File: config.mk
export PLATFORM = sky130hd
export DESIGN_NAME = snce_ctrl
export DESIGN_NICKNAME = d
export VERILOG_FILES = /design/src/design/snce_pkg.sv /design/src/design/snce_ctrl.sv
export SDC_FILE = /design/constraint.sdc
export NUM_CORES = 1
export LEC_CHECK = 0
export BUFFER_PORTS_ARGS = -buffer_cell sky130_fd_sc_hd__clkbuf_2
export CAP_MARGIN = 20
export CORE_AREA = 2 2 39 41
export DETAILED_ROUTE_END_ITERATION = 7
export DIE_AREA = 0 0 41 43
export PLACE_DENSITY_LB_ADDON = 0.1
export SLEW_MARGIN = 10
export SYNTH_ARGS = -nofsm -noshare
export SYNTH_HDL_FRONTEND = slang
export SYNTH_SLANG_ARGS = --single-unit
File: constraint.sdc
create_clock -name clk -period 1.83 [get_ports clk]
set_input_delay 0.183 -clock clk [delete_from_list [all_inputs] [get_ports clk]]
set_output_delay 0.183 -clock clk [all_outputs]
set_load 0.005 [all_outputs]
File: src/design/snce_pkg.sv
// ----------------------------------------------------------------------------
// SPI NOR command engine package
// Shared constants, register map, control types and opcode decode.
// ----------------------------------------------------------------------------
package snce_pkg;

    localparam int unsigned FLASH_SIZE_DEF  = 2097152;
    localparam int unsigned SECTOR_SIZE_DEF = 4096;

    localparam int WORD_AW = 7;

    localparam logic [8:0] OFF_CDCTL0 = 9'h070;
    localparam logic [8:0] OFF_INTC   = 9'h194;

    localparam logic [WORD_AW-1:0] W_CDCTL0 = 7'h1C;
    localparam logic [WORD_AW-1:0] W_CDT    = 7'h20;
    localparam logic [WORD_AW-1:0] W_ADDR   = 7'h21;
    localparam logic [WORD_AW-1:0] W_D0     = 7'h22;
    localparam logic [WORD_AW-1:0] W_D1     = 7'h23;
    localparam logic [WORD_AW-1:0] W_INTS   = 7'h64;

    localparam logic [7:0] OP_RDID = 8'h9F;
    localparam logic [7:0] OP_RDSR = 8'h05;
    localparam logic [7:0] OP_READ = 8'h03;
    localparam logic [7:0] OP_PP   = 8'h02;
    localparam logic [7:0] OP_SE   = 8'h20;

    localparam logic [7:0]  ERASED     = 8'hFF;
    localparam logic [31:0] JEDEC_WORD = 32'h001A5A9D;
    localparam logic [31:0] STATUS_WEL = 32'h0000_0002;

    localparam logic [1:0] CS_ONE = 2'd1;
    localparam logic [1:0] CS_TWO = 2'd2;

    // Commands from the controller to the datapath.
    typedef struct packed {
        logic accept;   // bus transfer taken this cycle
        logic load_rd;  // capture the window read word
        logic exec;     // start a flash command
        logic fl_cap;   // capture one flash byte for a read
        logic pp_wr;    // AND one byte into flash
        logic er_wr;    // write one erased byte (erase or reset clear)
        logic finish;   // commit command results and completion
        logic push;     // move the pending result to the output register
    } snce_cmd_t;

    // Status from the datapath to the controller.
    typedef struct packed {
        logic       is_read;
        logic       start;
        logic [7:0] op;
        logic [3:0] n;
        logic       last;
        logic       er_last;
        logic       base_ok;
    } snce_stat_t;

    function automatic logic [7:0] opcode_of(input logic [31:0] cdt);
        logic [7:0] op;
        op = 8'h00;
        if (cdt[1:0] == CS_ONE)
        begin
            op = cdt[31:24];
        end
        else if (cdt[1:0] == CS_TWO)
        begin
            op = cdt[23:16];
        end
        return op;
    endfunction

endpackage

File: src/design/snce_ctrl.sv
// ----------------------------------------------------------------------------
// SPI NOR command engine controller
// Sequences bus transfers, flash commands, erase and the reset clear pass.
// ----------------------------------------------------------------------------
module snce_ctrl (
    input  logic                clk,
    input  logic                rst_n,
    input  logic                s_tvalid,
    output logic                s_tready,
    output logic                m_tvalid,
    input  logic                m_tready,
    input  snce_pkg::snce_stat_t stat,
    output snce_pkg::snce_cmd_t  cmd
);
    import snce_pkg::*;

    typedef enum logic [3:0] {
        ST_CLEAR, ST_IDLE, ST_RD_WAIT, ST_EXEC, ST_FRD_REQ, ST_FRD_CAP,
        ST_PP_REQ, ST_PP_WR, ST_ERASE, ST_FINISH, ST_RESP
    } state_t;

    state_t state_reg, state_next;
    logic   m_tvalid_reg, m_tvalid_next;

    assign s_tready = (state_reg == ST_IDLE);
    assign m_tvalid = m_tvalid_reg;

    always_comb
    begin
        state_next    = state_reg;
        m_tvalid_next = m_tvalid_reg && !m_tready;
        cmd           = '0;
        unique case (state_reg)
            ST_CLEAR:
            begin
                cmd.er_wr = 1'b1;
                if (stat.er_last)
                begin
                    state_next = ST_IDLE;
                end
            end
            ST_IDLE:
            begin
                if (s_tvalid)
                begin
                    cmd.accept = 1'b1;
                    if (stat.is_read)
                    begin
                        state_next = ST_RD_WAIT;
                    end
                    else if (stat.start)
                    begin
                        state_next = ST_EXEC;
                    end
                    else
                    begin
                        state_next = ST_RESP;
                    end
                end
            end
            ST_RD_WAIT:
            begin
                cmd.load_rd = 1'b1;
                state_next  = ST_RESP;
            end
            ST_EXEC:
            begin
                cmd.exec = 1'b1;
                case (stat.op)
                    OP_READ: state_next = (stat.n == 4'd0) ? ST_FINISH : ST_FRD_REQ;
                    OP_PP:   state_next = (stat.n == 4'd0) ? ST_FINISH : ST_PP_REQ;
                    OP_SE:   state_next = stat.base_ok ? ST_ERASE : ST_FINISH;
                    default: state_next = ST_FINISH;
                endcase
            end
            ST_FRD_REQ:
            begin
                state_next = ST_FRD_CAP;
            end
            ST_FRD_CAP:
            begin
                cmd.fl_cap = 1'b1;
                state_next = stat.last ? ST_FINISH : ST_FRD_REQ;
            end
            ST_PP_REQ:
            begin
                state_next = ST_PP_WR;
            end
            ST_PP_WR:
            begin
                cmd.pp_wr  = 1'b1;
                state_next = stat.last ? ST_FINISH : ST_PP_REQ;
            end
            ST_ERASE:
            begin
                cmd.er_wr = 1'b1;
                if (stat.er_last)
                begin
                    state_next = ST_FINISH;
                end
            end
            ST_FINISH:
            begin
                cmd.finish = 1'b1;
                state_next = ST_RESP;
            end
            ST_RESP:
            begin
                if (!m_tvalid_reg || m_tready)
                begin
                    cmd.push      = 1'b1;
                    m_tvalid_next = 1'b1;
                    state_next    = ST_IDLE;
                end
            end
            default:
            begin
                state_next = ST_IDLE;
            end
        endcase
    end

    always_ff @(posedge clk or negedge rst_n)
    begin
        if (!rst_n)
        begin
            state_reg    <= ST_CLEAR;
            m_tvalid_reg <= 1'b0;
        end
        else
        begin
            state_reg    <= state_next;
            m_tvalid_reg <= m_tvalid_next;
        end
    end

endmodule

==> results.cfg <==
[yosys]
synth_flop_cell = dfrtp_1
synth_edf_count = 0
synth_cells = 65
synthesis.area_um2 = 503
synth_cell_types = 33
yosys_warnings = 0
ys_seq_elements = 5
yosysMostFrequentCell = nor2_1
synth_commonest_cells = 10 x nor2_1, 5 x dfrtp_1, 5 x o21ai_0
yosys.area.top_type_share_pct = 24.9
ys_seq_area_share_pct = 24.9
synth_nets = 86
syn_avg_cell_area_um2 = 7.74
ys_async_sr_fraction_pct = 100
synthTopCellsByArea = dfrtp_1 25%, nor2_1 7.5%, nand2b_1 5.0%
yosysTopAreaCell = dfrtp_1

[timing]
clock_skew_ps = 1.48
tightestPinTransition_ps = 460
hold_viol = 0
maxSlewViolCount = 0
fin_crit_ps = 1700
rsz0062_at_grt = no
fmax_ghz = 0.590
tns_ps = 0
setup_viol = 0
min_period_over_period_pct = 92.7
relSlewSlack_pct = 69.3
holdWs_ps = 272

[final_layout]
area_delta_synth_final_pct = 39.8
largest_reg_flops = 4
fillers = 144
layout.cells.non_filler = 113
diodes = 0
drive_gt1_share_pct = 43.3
utilization_pct = 50.8
fin_area_um2 = 703
final_nets = 119

[status]
status = complete, no violations

[drt]
routed.top_layer = met3
dr_total_vias = 607
wl_per_cell_um = 11.1
avgViaCountPerCell = 5.37
dr_wl_met3_um = 59
firstDrtPassIters = 3
ant_nets = 0
dr.first_iter.drc_count = 11
wl_met2_um = 624
met1Wirelength_um = 574
wirelength_um = 1260
drcViolationCount = 0

[setup_path]
cp_max_fo = 15
cp_slowest_cell = dfrtp_1
path_cells = or3_1 > inv_1 > clkbuf_2
cp.arrival_ps = 1510
crit_type = reg -> out
cp.required_ps = 1650
slowest_delay_ps = 540
crit_path_end_kind = primary output
crit_path_start_kind = flop

[pwr]
power_leakage_nw = 0.338
powerDensity_nw_per_um2 = 1100
ir_worst_vdd_mv = 0.554

[global_route]
antenna_found_initial = 0
grtUsageTotal_pct = 16.7
grt_pass1_vias = 512
gr-total-overflow = 0
grt_max_degree = 16
grt_pass1_wl_um = 2050

[hold_path]
holdCritPathClass = in -> reg

[floorplan]
die_area_um2 = 1760
dieWidth_um = 41
die_h_um = 43
initial_core_util_pct = 36.3
io-pin-count = 31
std_cell_rows = 14
core_area_um2 = 1380

[place]
port_buffers = 30
hpwl_um = 1010
dpl_cell_area_um2 = 664
place.gp.congestion = 0.709
place_inst = 108

[clock_network]
clock_latency_ps = 230
clkSinkCount = 5
cts_tree = built
cts_root_buf = clkbuf_4
cts.reportedPaths.clkPinSlew_ps = 40
clockBufferDepth = 2
h-tree-depth = 1
cts_made_buffers = 3

[flow_run]
drv_cap = 0
## where the power goes
| group | switching, mW | total (mW) | leakage [nW] | internal (mW) |
|---|---|---|---|---|
| combinational | 0.185 | 0.394 | 0.260 | 0.209 |
| clock | 0.0394 | 0.121 | 0.0150 | 0.0821 |
| sequential | 0.108 | 0.257 | 0.0628 | 0.149 |
| total | 0.332 | 0.773 | 0.338 | 0.440 |
## per-stage QoR
stage               power (mW)  setup WS, ps
floorplan                0.517           391
global placement         0.640           278
detailed placement       0.649           254
CTS                      0.781          79.7
global route             0.848          61.3
finish                   0.773           134
## worst max-delay path: cells and delay by family, from the launching register on
family | cells | cell delay (ps)
flops | 1 | 540
buf+inv | 2 | 240
simple gates | 1 | 500
## cells in the final DEF, fill, tap and decap left out, types with 2 or more instances in the layout
cell | Yosys | final
clkbuf_2 | 0 | 30
nor2_1 | 10 | 10
o21ai_0 | 5 | 5
nand2b_1 | 4 | 4
nor3_1 | 4 | 4
inv_1 | 3 | 3
a21oi_1 | 3 | 3
a31oi_1 | 3 | 3
clkbuf_4 | 0 | 3
dfrtp_1 | 5 | 3
nand2_1 | 2 | 2
dfrtp_2 | 0 | 2
## cells by family after synthesis
| group | count (synthesis) | share of synthesized area [%] |
|---|---|---|
| simple gates | 33 | 40.8 |
| flops | 5 | 24.9 |
| buf+inv | 8 | 6.22 |
| compound gates | 19 | 28.1 |
## final cells by class
type	instances	area [µm²]	share of cell area, %
timing repair buffer	32	168	23.8
multi-input combinational	52	347	49.3
clock buffer	4	26.3	3.74
sequential	5	128	18.1
tap	16	20.0	2.85
inverter	4	15.0	2.14
## final timing paths
path                              start      endpoint  slack (ps)  cells past startpoint
max in group asynchronous         rst_n  state_reg[0]        1390                      2
min in group asynchronous         rst_n  state_reg[3]         300                      2
setup reg to reg           state_reg[3]  state_reg[0]         360                      3
hold reg to reg                m_tvalid      m_tvalid         710                      2
setup / recovery           state_reg[3]        cmd[5]         130                      3
hold / removal                  stat[7]  state_reg[1]         270                      3
## repair_timing
action,in CTS,in global routing
hold buffers,1,0
hold endpoints to repair,5,0
setup endpoints to repair,0,1
gates resized for setup,0,2
buffers inserted,0,0
## metal layers
layer / global-route usage, % / up-vias
met5: 0 / -
met4: 8.00 / 0
met3: 3.14 / 0
met2: 24.1 / 14
met1: 23.2 / 287
li1: - / 306
Power figures use the tool's default switching activity.
